--- src/sv/sgb_pkg.sv ---
// shared types, constants and font rom for the scaled glyph row blitter
// no dependencies
package sgb_pkg;

  localparam int FRAME_ROWS_DEF   = 240;
  localparam int FRAME_COLS_DEF   = 320;
  localparam int GLYPH_WIDTH_DEF  = 5;
  localparam int GLYPH_HEIGHT_DEF = 7;
  localparam int GLYPH_COUNT_DEF  = 9;
  localparam int MAX_RESULTS      = 45;
  localparam int ROM_SLOTS        = 9;
  localparam int ROM_ROWS         = 7;
  localparam int CW               = 13;
  localparam int AW               = 20;
  localparam int COLOR_W          = 12;
  localparam logic [1:0] SCALE_RESET = 2'd3;

  typedef enum logic [1:0] {
    S_IDLE,
    S_LOAD,
    S_SCAN,
    S_FLUSH
  } seq_state_t;

  typedef struct packed {
    logic          clear;
    logic          cand;
    logic          flush;
    logic [AW-1:0] addr;
  } emit_req_t;

  // slot from character code, digits only
  function automatic logic [3:0] slot_of(input logic [7:0] code);
    logic [7:0] d;
    d = code - 8'h30;
    if (code >= 8'h30 && code <= 8'h39) begin
      return d[3:0];
    end
    return 4'd0;
  endfunction

  function automatic logic [7:0] font_row(input logic [3:0] slot, input logic [2:0] row,
                                          input int glyph_count, input int glyph_height);
    logic [7:0] r;
    r = 8'h00;
    if (int'(slot) < glyph_count && int'(slot) < ROM_SLOTS &&
        int'(row) < glyph_height && int'(row) < ROM_ROWS) begin
      case (slot)
        4'd1: begin
          case (row)
            3'd3: r = 8'h1F;
            default: r = 8'h11;
          endcase
          if (row >= 3'd4) r = 8'h01;
        end
        4'd2: begin
          case (row)
            3'd0, 3'd6: r = 8'h1E;
            default: r = 8'h11;
          endcase
        end
        4'd3: begin
          case (row)
            3'd1: r = 8'h19;
            3'd2: r = 8'h15;
            3'd3: r = 8'h13;
            default: r = 8'h11;
          endcase
        end
        4'd4: begin
          case (row)
            3'd0, 3'd3: r = 8'h1E;
            3'd4: r = 8'h14;
            3'd5: r = 8'h12;
            default: r = 8'h11;
          endcase
        end
        4'd5: begin
          case (row)
            3'd0: r = 8'h00;
            3'd1, 3'd6: r = 8'h0E;
            3'd3: r = 8'h1F;
            3'd4: r = 8'h10;
            default: r = 8'h11;
          endcase
        end
        4'd6: begin
          case (row)
            3'd1: r = 8'h0F;
            3'd2: r = 8'h10;
            3'd3: r = 8'h0E;
            3'd4: r = 8'h01;
            3'd5: r = 8'h1E;
            default: r = 8'h00;
          endcase
        end
        4'd7: begin
          case (row)
            3'd1, 3'd5: r = 8'h11;
            3'd2, 3'd4: r = 8'h0A;
            3'd3: r = 8'h04;
            default: r = 8'h00;
          endcase
        end
        4'd8: begin
          case (row)
            3'd1, 3'd2, 3'd5: r = 8'h11;
            3'd3: r = 8'h0F;
            3'd4: r = 8'h01;
            3'd6: r = 8'h0E;
            default: r = 8'h00;
          endcase
        end
        default: r = 8'h00;
      endcase
    end
    return r;
  endfunction

endpackage

--- src/sv/scaled_glyph_row_blitter.sv ---
// scaled glyph row blitter: one glyph row in, one pixel write out per cycle at most
// busy while it loads the row, scans each column (a lit one square by square unless scale is zero) and flushes
// the sequencer steps one candidate pixel per cycle through its coordinate adders and clip compare
// each result appears in the cycle after the next candidate pixel is taken, the final one as busy falls
// results cannot be stalled; synchronous reset idles the block and sets the scale to 3
// uses sgb_pkg, sgb_seq, sgb_emit
module scaled_glyph_row_blitter #(
  parameter int FRAME_ROWS   = sgb_pkg::FRAME_ROWS_DEF,
  parameter int FRAME_COLS   = sgb_pkg::FRAME_COLS_DEF,
  parameter int GLYPH_WIDTH  = sgb_pkg::GLYPH_WIDTH_DEF,
  parameter int GLYPH_HEIGHT = sgb_pkg::GLYPH_HEIGHT_DEF,
  parameter int GLYPH_COUNT  = sgb_pkg::GLYPH_COUNT_DEF
) (
  input  logic                         clk,
  input  logic                         rst,
  input  logic                         cfg_valid,
  output logic                         cfg_ready,
  input  logic [1:0]                   cfg_data,
  input  logic                         start,
  output logic                         busy,
  input  logic signed [9:0]            x_origin,
  input  logic signed [9:0]            y_origin,
  input  logic [7:0]                   char_code,
  input  logic [2:0]                   glyph_row,
  input  logic [sgb_pkg::COLOR_W-1:0]  pixel_color,
  output logic                         out_valid,
  output logic [sgb_pkg::AW-1:0]       pixel_address,
  output logic [sgb_pkg::COLOR_W-1:0]  out_color,
  output logic                         last_pixel
);
  import sgb_pkg::*;

  logic [1:0]         pixel_scale;
  logic [COLOR_W-1:0] color;
  emit_req_t          req;

  assign cfg_ready = ~busy & ~start;

  always_ff @(posedge clk) begin
    if (rst) begin
      pixel_scale <= SCALE_RESET;
    end else if (cfg_valid && cfg_ready) begin
      pixel_scale <= cfg_data;
    end
  end

  always_ff @(posedge clk) begin
    if (start && !busy) begin
      color <= pixel_color;
    end
  end

  sgb_seq #(
    .FRAME_ROWS  (FRAME_ROWS),
    .FRAME_COLS  (FRAME_COLS),
    .GLYPH_WIDTH (GLYPH_WIDTH),
    .GLYPH_HEIGHT(GLYPH_HEIGHT),
    .GLYPH_COUNT (GLYPH_COUNT)
  ) u_seq (
    .clk      (clk),
    .rst      (rst),
    .start    (start),
    .scale    (pixel_scale),
    .x_origin (x_origin),
    .y_origin (y_origin),
    .char_code(char_code),
    .glyph_row(glyph_row),
    .busy     (busy),
    .req      (req)
  );

  sgb_emit u_emit (
    .clk          (clk),
    .rst          (rst),
    .req          (req),
    .color        (color),
    .out_valid    (out_valid),
    .pixel_address(pixel_address),
    .out_color    (out_color),
    .last_pixel   (last_pixel)
  );

endmodule

--- src/sv/sgb_seq.sv ---
// sequencer and coordinate stepper: walks the lit bits and scale squares of one glyph row
// separate adders step the pixel row and column, one clip compare per cycle; uses sgb_pkg
module sgb_seq #(
  parameter int FRAME_ROWS   = sgb_pkg::FRAME_ROWS_DEF,
  parameter int FRAME_COLS   = sgb_pkg::FRAME_COLS_DEF,
  parameter int GLYPH_WIDTH  = sgb_pkg::GLYPH_WIDTH_DEF,
  parameter int GLYPH_HEIGHT = sgb_pkg::GLYPH_HEIGHT_DEF,
  parameter int GLYPH_COUNT  = sgb_pkg::GLYPH_COUNT_DEF
) (
  input  logic                      clk,
  input  logic                      rst,
  input  logic                      start,
  input  logic [1:0]                scale,
  input  logic signed [9:0]         x_origin,
  input  logic signed [9:0]         y_origin,
  input  logic [7:0]                char_code,
  input  logic [2:0]                glyph_row,
  output logic                      busy,
  output sgb_pkg::emit_req_t        req
);
  import sgb_pkg::*;

  localparam int CLW = $clog2(GLYPH_WIDTH + 1);

  seq_state_t state, state_next;

  logic signed [CW-1:0]   cur_r, cur_r_next;
  logic signed [CW-1:0]   cur_c, cur_c_next;
  logic signed [CW-1:0]   col_base, col_base_next;
  logic signed [CW-1:0]   row_base;
  logic [GLYPH_WIDTH-1:0] bits_sr, bits_sr_next;
  logic [CLW-1:0]         col, col_next;
  logic [1:0]             sx, sx_next;
  logic [1:0]             sy, sy_next;
  logic [1:0]             s;
  logic [3:0]             slot;
  logic [2:0]             grow;
  logic signed [CW-1:0]   x0;
  logic signed [CW-1:0]   y0;
  logic [7:0]             rom_bits;
  logic signed [CW-1:0]   col_step;
  logic signed [CW-1:0]   load_row;
  logic [4:0]             row_off;
  logic                   in_frame;
  logic                   lit;
  logic                   col_done;

  always_ff @(posedge clk) begin
    if (rst) begin
      state <= S_IDLE;
    end else begin
      state <= state_next;
    end
  end

  always_ff @(posedge clk) begin
    if (state == S_IDLE && start) begin
      s    <= scale;
      slot <= slot_of(char_code);
      grow <= glyph_row;
      x0   <= CW'(x_origin);
      y0   <= CW'(y_origin);
    end
    if (state == S_LOAD) begin
      row_base <= load_row;
    end
    cur_r    <= cur_r_next;
    cur_c    <= cur_c_next;
    col_base <= col_base_next;
    bits_sr  <= bits_sr_next;
    col      <= col_next;
    sx       <= sx_next;
    sy       <= sy_next;
  end

  assign rom_bits = font_row(slot, grow, GLYPH_COUNT, GLYPH_HEIGHT);
  assign row_off  = grow * s;
  assign load_row = y0 + CW'(row_off);
  assign col_step = col_base + CW'(s);
  assign lit      = bits_sr[GLYPH_WIDTH-1];
  assign col_done = (col == CLW'(GLYPH_WIDTH));
  assign in_frame = (cur_r >= 0) && (cur_r < CW'(FRAME_ROWS)) &&
                    (cur_c >= 0) && (cur_c < CW'(FRAME_COLS));

  always_comb begin
    state_next    = state;
    cur_r_next    = cur_r;
    cur_c_next    = cur_c;
    col_base_next = col_base;
    bits_sr_next  = bits_sr;
    col_next      = col;
    sx_next       = sx;
    sy_next       = sy;
    req.clear     = 1'b0;
    req.cand      = 1'b0;
    req.flush     = 1'b0;
    req.addr      = {cur_r[7:0], cur_c[11:0]};
    unique case (state)
      S_IDLE: begin
        if (start) begin
          state_next = S_LOAD;
        end
      end
      S_LOAD: begin
        req.clear     = 1'b1;
        bits_sr_next  = rom_bits[GLYPH_WIDTH-1:0];
        cur_r_next    = load_row;
        cur_c_next    = x0;
        col_base_next = x0;
        col_next      = '0;
        sx_next       = 2'd0;
        sy_next       = 2'd0;
        state_next    = S_SCAN;
      end
      S_SCAN: begin
        if (col_done) begin
          state_next = S_FLUSH;
        end else if (!lit || s == 2'd0) begin
          // unlit column or scale zero, move to the next
          col_next      = col + 1'b1;
          bits_sr_next  = bits_sr << 1;
          col_base_next = col_step;
          cur_c_next    = col_step;
          cur_r_next    = row_base;
        end else begin
          req.cand = in_frame;
          if (sx == s - 2'd1) begin
            sx_next = 2'd0;
            if (sy == s - 2'd1) begin
              sy_next       = 2'd0;
              col_next      = col + 1'b1;
              bits_sr_next  = bits_sr << 1;
              col_base_next = col_step;
              cur_c_next    = col_step;
              cur_r_next    = row_base;
            end else begin
              sy_next    = sy + 2'd1;
              cur_r_next = cur_r + CW'(1);
              cur_c_next = col_base;
            end
          end else begin
            sx_next    = sx + 2'd1;
            cur_c_next = cur_c + CW'(1);
          end
        end
      end
      S_FLUSH: begin
        req.flush  = 1'b1;
        state_next = S_IDLE;
      end
      default: state_next = S_IDLE;
    endcase
  end

  assign busy = (state != S_IDLE);

  a_flush_ends: assert property (@(posedge clk) disable iff (rst)
    state == S_FLUSH |=> state == S_IDLE) else $error("flush did not end item");
  a_start_loads: assert property (@(posedge clk) disable iff (rst)
    state == S_IDLE && start |=> state == S_LOAD) else $error("start not taken");
  a_cand_scan: assert property (@(posedge clk) disable iff (rst)
    req.cand |-> state == S_SCAN && !col_done) else $error("candidate outside scan");
  a_no_cand_zero: assert property (@(posedge clk) disable iff (rst)
    state == S_SCAN && s == 2'd0 |-> !req.cand) else $error("pixel at scale zero");

endmodule

--- src/sv/sgb_emit.sv ---
// result stage: holds one found pixel back so the final write of an item can be flagged
// uses sgb_pkg
module sgb_emit (
  input  logic                         clk,
  input  logic                         rst,
  input  sgb_pkg::emit_req_t           req,
  input  logic [sgb_pkg::COLOR_W-1:0]  color,
  output logic                         out_valid,
  output logic [sgb_pkg::AW-1:0]       pixel_address,
  output logic [sgb_pkg::COLOR_W-1:0]  out_color,
  output logic                         last_pixel
);
  import sgb_pkg::*;

  localparam int NW = $clog2(MAX_RESULTS + 1);

  logic          pend_valid;
  logic [AW-1:0] pend_addr;
  logic [NW-1:0] count;
  logic          take;

  assign take = req.cand && (count < NW'(MAX_RESULTS));

  always_ff @(posedge clk) begin
    if (rst) begin
      pend_valid <= 1'b0;
      count      <= '0;
      out_valid  <= 1'b0;
      last_pixel <= 1'b0;
    end else begin
      out_valid  <= 1'b0;
      last_pixel <= 1'b0;
      if (req.clear) begin
        pend_valid <= 1'b0;
        count      <= '0;
      end else if (take) begin
        count      <= count + 1'b1;
        pend_valid <= 1'b1;
        out_valid  <= pend_valid;
      end else if (req.flush) begin
        pend_valid <= 1'b0;
        out_valid  <= pend_valid;
        last_pixel <= pend_valid;
      end
    end
  end

  always_ff @(posedge clk) begin
    if (take || req.flush) begin
      pixel_address <= pend_addr;
      out_color     <= color;
    end
    if (take) begin
      pend_addr <= req.addr;
    end
  end

  a_last_valid: assert property (@(posedge clk) disable iff (rst)
    last_pixel |-> out_valid) else $error("last flag without item");
  a_count_cap: assert property (@(posedge clk) disable iff (rst)
    count <= NW'(MAX_RESULTS)) else $error("result count past cap");
  a_flush_last: assert property (@(posedge clk) disable iff (rst)
    req.flush && pend_valid |=> out_valid && last_pixel) else $error("final item lost");
  a_take_holds: assert property (@(posedge clk) disable iff (rst)
    take |=> pend_valid) else $error("pixel not held");

endmodule
--- config.mk ---
export PLATFORM = sky130hd
export DESIGN_NAME = scaled_glyph_row_blitter
export DESIGN_NICKNAME = d
export VERILOG_FILES = /design/src/sv/sgb_pkg.sv /design/src/sv/scaled_glyph_row_blitter.sv /design/src/sv/sgb_seq.sv /design/src/sv/sgb_emit.sv
export SDC_FILE = /design/constraint.sdc
export NUM_CORES = 1
export LEC_CHECK = 0
export BUFFER_PORTS_ARGS = -buffer_cell sky130_fd_sc_hd__buf_4
export CORE_MARGIN = 2
export CORE_UTILIZATION = 59
export CTS_CLUSTER_DIAMETER = 60
export DETAILED_ROUTE_END_ITERATION = 8
export PLACE_DENSITY = 0.82
export SLEW_MARGIN = 20
export SYNTH_ARGS = -nofsm -noshare
export SYNTH_HDL_FRONTEND = slang
export SYNTH_HIERARCHICAL = 1
export SYNTH_SLANG_ARGS = --single-unit
--- constraint.sdc ---
create_clock -name clk -period 3.4 [get_ports clk]
set_input_delay 0.17 -clock clk [delete_from_list [all_inputs] [get_ports clk]]
set_output_delay 0.17 -clock clk [all_outputs]
set_load 0.01 [all_outputs]
==> out/metrics.yaml, run 1 <==
synth_top_area_share_pct: 55.13
required_ns: 3.58
cts.repair.resized: 0
max_freq_mhz: 333.5
crit_path_start_kind: "flop"
rows: 43
tightest_slew_ns: 0.8890
cts_buffers: 17
synth-simple-area-share_pct: 14.57
syn_area_sq_um: 8443
relSlewSlack_pct: 40.11
final_max_slew_viol_count: 0
tns_ns: 0
synthAdderAreaFrac_pct: 4.535
min_period_over_period_pct: 88.20
antenna_found_initial: 0
postSynthCellCount: 720
clkTransAtPathRegs_ns: 0.07
setup_viol: 0
synth_ff_type: "edfxtp_1"
via_count: 6063
numPortBuffers: 84
power_mw: 8.042
viasPerCell: 5.950
die_w_um: 123.6
fp.dieH_um: 123.6
grt_pass1_wl_mm: 29.53
drt_wl_total_mm: 18.41
place_hpwl_mm: 13.08
path_class: "reg -> reg"
grt_pass1_vias: 6015
grt_max_degree: 46
worst_setup_path_end_kind: "flop"
peakVddDrop_uv: 434.6
synth_nets: 797
clockRootBuffer: "clkbuf_16"
yosysMostFrequentCell: "edfxtp_1"
first_iter_violations: 566
wire_per_inst_um: 18.07
cellLeakagePower_nw: 3.747
initial_core_util_pct: 60.59
synth_top_family_by_area: "simple AND/OR/NAND/NOR gates"
cts_buffer_depth: 2
syn_to_final_growth_pct: 19.27
power.density_nw_per_um2: 798.6
ios: 85
grt_usage_pct: 25.41
hold_viol: 0
drive_gt1_share_pct: 17.64
skew_ns: 0.007183
worstSkewPairLatency_ns: 0.42
max_cap_viol_count: 0
cts_tree: "done"
holdBufCountCts: 36
drtAntennaViolNets: 0
ys_seq_area_share_pct: 58.21
synth_commonest_cells: "edfxtp_1, nor2_1, nand2_1"
synthMuxAreaShare_pct: 0.7558
rsz0062_at_grt: "false"
synth_compound_area_share_pct: 11.53
worst_ep_arrival_time_ns: 3.18
ys_top_cells_by_area: "edfxtp_1, xnor2_1, ha_1"
async_flop_share_pct: 0
grt-ovfl-total: 0
synth_edf_count: 155
ys_types: 74
ys_warn_count: 6
cts-htree-levels: 4
synthXorXnorAreaFrac_pct: 5.913
clkSinkCount: 168
hold_depth: 2
hp-class: "in -> reg"
core_sq_um: 13930
post_cts_buffers: 0
ys_seq_elements: 168
diodes: 0
layout.nets: 903
r2r_cells: 11
yosys.area.top_type: "edfxtp_1"
first_pass_iters: 4
post-route-min-period_ns: 2.999
gp_congestion: 0.8759
dieArea_sq_um: 15280
cp_max_fo: 4
avgSynthCellArea_sq_um: 11.73
drc: 0
status: "finished, final reports clean"
-- critical path, cell delays in order, from the launching register on --
cell and delay [ns]:
edfxtp_1 0.46, inv_1 0.15, nor2_1 0.07, ha_1 0.22, fa_1 0.38, xnor2_1 0.14, ha_1 0.35, o21ai_0 0.14
o21ai_0 0.27, nand4b_1 0.15, xnor2_1 0.15, mux2_2 0.26
-- area by class of cell --
type	count	area [sq um]
fill	904	3865
inverter	23	86.33
clock buffer	17	425.4
clock inverter	15	155.1
timing repair buffer	134	1109
tap	180	225.2
sequential	168	4915
multi-input combinational	482	3154
-- metrics by stage --
stage	hold slack (ns)	area, sq um	setup WS (ns)	utilization [%]	cells
global placement	0.3481	9126	0.5580	65.49	951
detailed placement	0.3494	9126	0.4265	65.49	951
CTS	0.01038	10070	0.4249	72.25	1019
global route	0.01142	10070	0.03990	72.26	1019
finish	0.02272	10070	0.4013	72.26	1019
floorplan	0.2424	8443	0.3739	-	720
-- final timing paths --
check                  startpoint                       end  slack (ns)
max                    u_seq/s[1]            u_seq/cur_r[7]        0.40
min                  char_code[0]             u_seq/slot[0]        0.02
max reg2reg            u_seq/s[1]            u_seq/cur_r[7]        0.40
min reg2reg  u_emit/pend_addr[14]  u_emit/pixel_address[14]        0.41
-- power breakdown --
| part | switching (mW) | total, mW | leakage, nW | internal, mW |
|---|---|---|---|---|
| Clock | 0.851 | 1.89 | 0.279 | 1.04 |
| Sequential | 0.461 | 3.49 | 1.55 | 3.03 |
| Combinational | 1.64 | 2.66 | 1.92 | 1.02 |
-- kinds of logic after synthesis --
kind of cell	count (synthesis)
multiplexers	6
buffers and inverters	70
AND/OR/NAND/NOR	238
adder cells (fa/ha/maj)	29
AO/OA/AOI/OAI	152
XOR/XNOR	57
flip-flops	168
-- state kept, by name, indices dropped and copies added, names as in the netlist --
register,count
u_emit/out_color,12
u_seq/grow,3
u_emit/pend_addr,20
u_seq/state,2
u_seq/s,2
u_seq/y0,10
u_emit/out_valid,1
u_emit/last_pixel,1
u_seq/cur_r,13
u_emit/pixel_address,20
u_seq/col,3
u_seq/slot,4
color,12
pixel_scale,2
u_emit/pend_valid,1
u_seq/cur_c,13
u_seq/row_base,11
u_seq/col_base,13
u_seq/sy,2
u_seq/x0,10
u_emit/count,6
u_seq/bits_sr,5
u_seq/sx,2
-- routing by layer --
metal	share of wire (%)	track usage [%]	vias up
li1	-	-	2863
met1	41	32.87	2894
met2	49	42.38	268
met3	6.8	4.441	38
met4	2.6	10.94	0
met5	0	0	-
-- cells in the final DEF, fill, tap and decap left out, drive strengths merged, types with 22 or more instances in the layout --
master,netlist,final
nand2,49,49
xnor2,36,36
o21ai,39,39
a21oi,43,43
ha,25,25
buf,32,98
inv,22,30
edfxtp,155,155
dlygate4sd3,0,36
nor3,27,27
nand3,22,22
nor2,58,58
(Power assumes the default switching activity.)
==> run 2, diff against run 1 <==
- CORE_UTILIZATION: 59 -> 64
- PLACE_DENSITY: 0.82 -> 0.87
- clock period: 3.4 -> 3.83 ns (I/O delays scaled with it)
==> out/metrics.yaml, run 2 (same netlist as run 1, synthesis figures left out) <==
power.density_nw_per_um2: 710.2  # -11%
hold_depth: 2  # unchanged
top_regs: "u_emit/pend_addr: 20 flops, u_emit/pixel_address: 20 flops"
grt-ovfl-total: 0  # unchanged
grt_max_degree: 46  # unchanged
cts_tree: "done"
tightest_slew_ns: 1.082  # +0.1931 ns
initial_core_util_pct: 66.10  # +5.5 points
drtAntennaViolNets: 0  # unchanged
crit_start: "u_seq/s[0]"
gp_congestion: 0.9133  # +4.3%
required_ns: 3.89  # +0.31 ns
peakVddDrop_uv: 474.6  # +9.2%
clkTransAtPathRegs_ns: 0.07  # about the same
post_cts_buffers: 0  # unchanged
layout.nets: 898  # -0.55%
r2r_start: "u_seq/s[0]"
diodes: 0  # unchanged
r2r_cells: 9  # -2
status: "finished, final reports clean"
cp_max_fo: 22  # +18
setup_viol: 0  # unchanged
hp-class: "in -> reg"
cts_buffers: 17  # unchanged
path_class: "reg -> reg"
core_sq_um: 12770  # -8.3%
worst_setup_path_end_kind: "flop"
rows: 41  # -4.7%
tns_ns: 0  # unchanged
first_pass_iters: 5  # +1
cts-htree-levels: 4  # unchanged
place_hpwl_mm: 13.11  # +0.25%
cp_cell_sequence: "inv_1 -> ha_1 -> nand2b_1 -> nor2_1 -> nand3_1 -> nor3_1 -> a21boi_0 -> nand2_1 -> inv_1"
cp_top_family: "simple AND/OR/NAND/NOR gates"
mostFrequentLayoutCell: "edfxtp_1"
post-route-min-period_ns: 3.280  # +0.2816 ns
grt_usage_pct: 28.09  # +2.7 points
wire_per_inst_um: 19.26  # +6.6%
viasPerCell: 6.129  # +3.0%
r2r-end: "u_emit/pend_addr[8]"
final_area_sq_um: 9998  # -0.71%
grt_pass1_wl_mm: 30.57  # +3.5%
rsz0062_at_grt: "false"
worstSkewPairLatency_ns: 0.44  # +0.02 ns
placed_area_sq_um: 9066  # -0.66%
endpoint: "u_emit/pend_addr[8]"
antenna_found_initial: 0  # unchanged
cts.repair.resized: 0  # unchanged
max_cap_viol_count: 0  # unchanged
syn_to_final_growth_pct: 18.42
clockRootBuffer: "clkbuf_16"
worst_ep_arrival_time_ns: 3.34  # +0.16 ns
crit_cells: 9  # -2
numPortBuffers: 84  # unchanged
max_freq_mhz: 304.8  # -8.6%
critPathBufInv: 2  # +1
crit_path_frequent_cell: "inv_1"
first_iter_violations: 685  # +21%
grt_pass1_vias: 6252  # +3.9%
relSlewSlack_pct: 27.85  # -12 points
cts_buffer_depth: 2  # unchanged
drive_gt1_share_pct: 16.91  # -0.73 points
r2r_slack_ns: 0.55  # +0.15 ns
final_max_slew_viol_count: 0  # unchanged
clkSinkCount: 168  # unchanged
final_cell_mix: "edfxtp_1, buf_4, nor2_1, nand2_1, a21oi_1"
drt_wl_total_mm: 19.38  # +5.2%
holdBufCountCts: 36  # unchanged
fp.dieH_um: 118.9  # -3.9%
drc: 0  # unchanged
cellLeakagePower_nw: 3.714  # -0.88%
fillers: 753  # -17%
crit_path_start_kind: "flop"
critPathSlowestCell: "inv_1"
hold_viol: 0  # unchanged
critical_path.max_stage_delay_ns: 0.65  # +0.19 ns
die_w_um: 118.9  # -3.9%
min_period_over_period_pct: 85.65  # -2.5 points
via_count: 6166  # +1.7%
ios: 85  # unchanged
dieArea_sq_um: 14130  # -7.6%
skew_ns: 0.01109  # +0.003908 ns
[run 2: cell count changes in the layout (fill, tap and decap cells not counted), sizes merged]
cell and delta:
buf -5, clkinv +2, inv -2, clkbuf +1, clkinvlp -1
[run 2: stage by stage]
stage                     instances  hold WS (ns)  total power [mW]  util, %  setup WS (ns)
after floorplan                 720        0.2639             4.787        -         0.8039
after global placement          938        0.3703             5.219    70.98         0.9555
after detailed placement        938        0.3710             5.361    70.98         0.7413
after CTS                      1006       0.03269             7.060    78.25         0.6633
after global routing           1006       0.03572             7.431    78.27         0.3509
final                          1006       0.04183             7.101    78.27         0.5496
[run 2: worst min-delay path by stage]
stage	startpoint	endpoint	slack (ns)
6_report	char_code[0]	u_seq/slot[0]	0.04
5_1_grt	char_code[0]	u_seq/slot[0]	0.04
4_1_cts	char_code[0]	u_seq/slot[0]	0.03
3_5_place_dp	y_origin[3]	u_seq/y0[3]	0.37
3_3_place_gp	x_origin[4]	u_seq/x0[4]	0.37
2_1_floorplan	rst	u_seq/state[1]	0.26
[run 2: area by class of cell]
class	instances	area (sq um)	share of cell area (%)
flip-flops and latches	168	4915	49.16
multi-input cells	482	3154	31.55
repair buffers	129	1059	10.59
clock buffers	18	429.2	4.292
well taps	172	215.2	2.152
clock inverters	14	140.1	1.402
inverters	23	86.33	0.8635
[run 2: layer usage]
layer	part of all wire [%]	wire (um)	global-route usage, %
met3	6.8	1326	5.364
met1	39	7591	33.68
met4	3.0	586	14.96
met2	51	9873	48.10
met5	0	0	0
[run 2: power by group]
part           switching (mW)  internal [mW]  leakage [nW]
Combinational            1.47          0.855          1.89
Clock                   0.743          0.912         0.275
Sequential              0.428           2.69          1.55
==> run 3, diff against run 2 <==
- CORE_UTILIZATION: 64 -> 60
- PLACE_DENSITY: 0.87 -> 0.83
==> out/metrics.yaml, run 3 (same netlist as run 1, synthesis figures left out) <==
r2r_start: "u_seq/s[0]"
p_sw_share_pct: 37.65  # +0.49 points
placed_area_sq_um: 9084  # +0.19%
power.density_nw_per_um2: 717.8  # +1.1%
max_cap_viol_count: 0  # unchanged
crit_start: "u_seq/s[0]"
drc: 0  # unchanged
ios: 85  # unchanged
gp_congestion: 0.8720  # -4.5%
final_cell_mix: "edfxtp_1, buf_4, nor2_1, nand2_1, a21oi_1"
dpl.cell_count: 947  # +0.96%
diodes: 0  # unchanged
instances_no_fill: 1015  # +0.89%
via_count: 6159  # -0.11%
drt_wl_total_mm: 19.74  # +1.9%
fp.dieH_um: 122.6  # +3.2%
seq_power_share_pct: 43.3  # -0.7 points
fillers: 878  # +17%
relSlewSlack_pct: 37.58  # +9.7 points
antenna_found_initial: 0  # unchanged
p_int_mw: 4.499  # +0.81%
fin_util_pct: 72.70  # -5.6 points
initial_core_util_pct: 61.06  # -5.0 points
min_period_over_period_pct: 84.65  # -1.0 points
peakVddDrop_uv: 323.1  # -32%
hp-class: "in -> reg"
first_pass_iters: 5  # unchanged
rsz0062_at_grt: "false"
clkPwrFrac_pct: 24.2  # +0.9 points
tns_ns: 0  # unchanged
top_regs: "u_emit/pend_addr: 20 flops, u_emit/pixel_address: 20 flops"
clkTransAtPathRegs_ns: 0.07  # about the same
min_from: "char_code[0]"
wire_per_inst_um: 19.45  # +0.96%
clockRootBuffer: "clkbuf_16"
cts-htree-levels: 4  # unchanged
viasPerCell: 6.068  # -1.0%
clkSinkCount: 168  # unchanged
cts_tree: "done"
worst_setup_path_end_kind: "flop"
grt_usage_pct: 27.14  # -0.95 points
dieArea_sq_um: 15040  # +6.4%
hold_viol: 0  # unchanged
die_w_um: 122.6  # +3.2%
skew_ns: 0.01104  # -0.00005440 ns
grt_pass1_wl_mm: 30.66  # +0.31%
cts_buffer_depth: 2  # unchanged
rows: 43  # +4.9%
final_max_slew_viol_count: 0  # unchanged
first_iter_violations: 585  # -15%
post-route-min-period_ns: 3.242  # -0.03841 ns
numPortBuffers: 84  # unchanged
worstSkewPairLatency_ns: 0.44  # about the same
syn_to_final_growth_pct: 19.06
path_class: "reg -> reg"
place_hpwl_mm: 13.17  # +0.43%
setup_viol: 0  # unchanged
p_switching_mw: 2.717  # +3.0%
grt-ovfl-total: 0  # unchanged
mostFrequentLayoutCell: "edfxtp_1"
max_freq_mhz: 308.5  # +1.2%
drive_gt1_share_pct: 17.25  # +0.34 points
cts_buffers: 17  # unchanged
tightest_slew_ns: 0.9266  # -0.1556 ns
post_cts_buffers: 0  # unchanged
layout.nets: 899  # +0.11%
required_ns: 3.89  # about the same
cellLeakagePower_nw: 3.735  # +0.56%
worst_ep_arrival_time_ns: 3.30  # -0.04 ns
grt_pass1_vias: 6078  # -2.8%
power_mw: 7.216  # +1.6%
drtAntennaViolNets: 0  # unchanged
crit_path_start_kind: "flop"
status: "finished, final reports clean"
final_area_sq_um: 10050  # +0.54%
core_sq_um: 13830  # +8.2%
comb_power_share_pct: 32.5  # -0.2 points
grt_max_degree: 46  # unchanged
cp_max_fo: 22  # unchanged
-- run 3: cell count changes in the layout (fill, tap and decap cells not counted) --
cell      before  now
inv_6          3    4
clkinv_4       3    1
clkinv_8       0    1
clkinv_1       2    1
clkinv_2       1    0
inv_8          3    6
o21ai_2        2    1
buf_4         93   94
clkbuf_1       1    0
o21ai_4        0    1
-- run 3: layer usage --
metal,vias to the layer above,GRT usage [%],routed length (um)
met3,43,4.740,1331
met2,299,47.92,10330
li1,2855,-,-
met4,0,11.78,485
met1,2962,32.64,7596
met5,-,0,0
-- run 3: worst paths after layout --
check / slack [ns] / cells past startpoint / endpoint
min reg2reg: 0.42 / 0 / u_emit/pixel_address[16]
min: 0.04 / 2 / u_seq/slot[0]
max reg2reg: 0.59 / 10 / u_emit/pend_addr[11]
max: 0.59 / 10 / u_emit/pend_addr[11]
-- run 3: metrics by stage --
| step | hold slack [ns] | setup WS, ns |
|---|---|---|
| floorplan | 0.2639 | 0.8039 |
| global route | 0.02719 | 0.3023 |
| finish | 0.03861 | 0.5880 |
| CTS | 0.02911 | 0.6270 |
| detailed placement | 0.3708 | 0.6310 |
| global placement | 0.3698 | 0.8826 |
-- run 3: cell type report --
| type | instances | area (sq um) | area share, % |
|---|---|---|---|
| clock buffer | 17 | 425.4 | 4.232 |
| timing repair buffer | 130 | 1066 | 10.60 |
| inverter | 23 | 86.33 | 0.8589 |
| tap | 180 | 225.2 | 2.240 |
| multi-input combinational | 482 | 3162 | 31.45 |
| sequential | 168 | 4915 | 48.89 |
| clock inverter | 15 | 172.7 | 1.718 |
-- run 3: power groups by stage --
stage | combinational (mW) | sequential, mW | clock [mW]
after CTS | 2.30 | 3.11 | 1.75
after floorplan | 1.79 | 2.99 | 0
after global placement | 2.14 | 3.10 | 0
after global routing | 2.56 | 3.18 | 1.83
final | 2.35 | 3.12 | 1.74
after detailed placement | 2.23 | 3.14 | 0
-- run 3: critical path, cell delays in order, from the launching register on --
cell and delay [ns]:
edfxtp_1 0.44, inv_1 0.12, ha_1 0.22, nand2b_1 0.24, nor2_1 0.13, buf_4 0.17
nand3_1 0.11, nor3_1 0.23, a21boi_0 0.37, nand2_1 0.19, inv_1 0.63
-- run 3: repair_timing --
action,CTS,global route
endpoints found under the hold margin,37,0
gates resized for setup,0,0
hold buffers,36,0
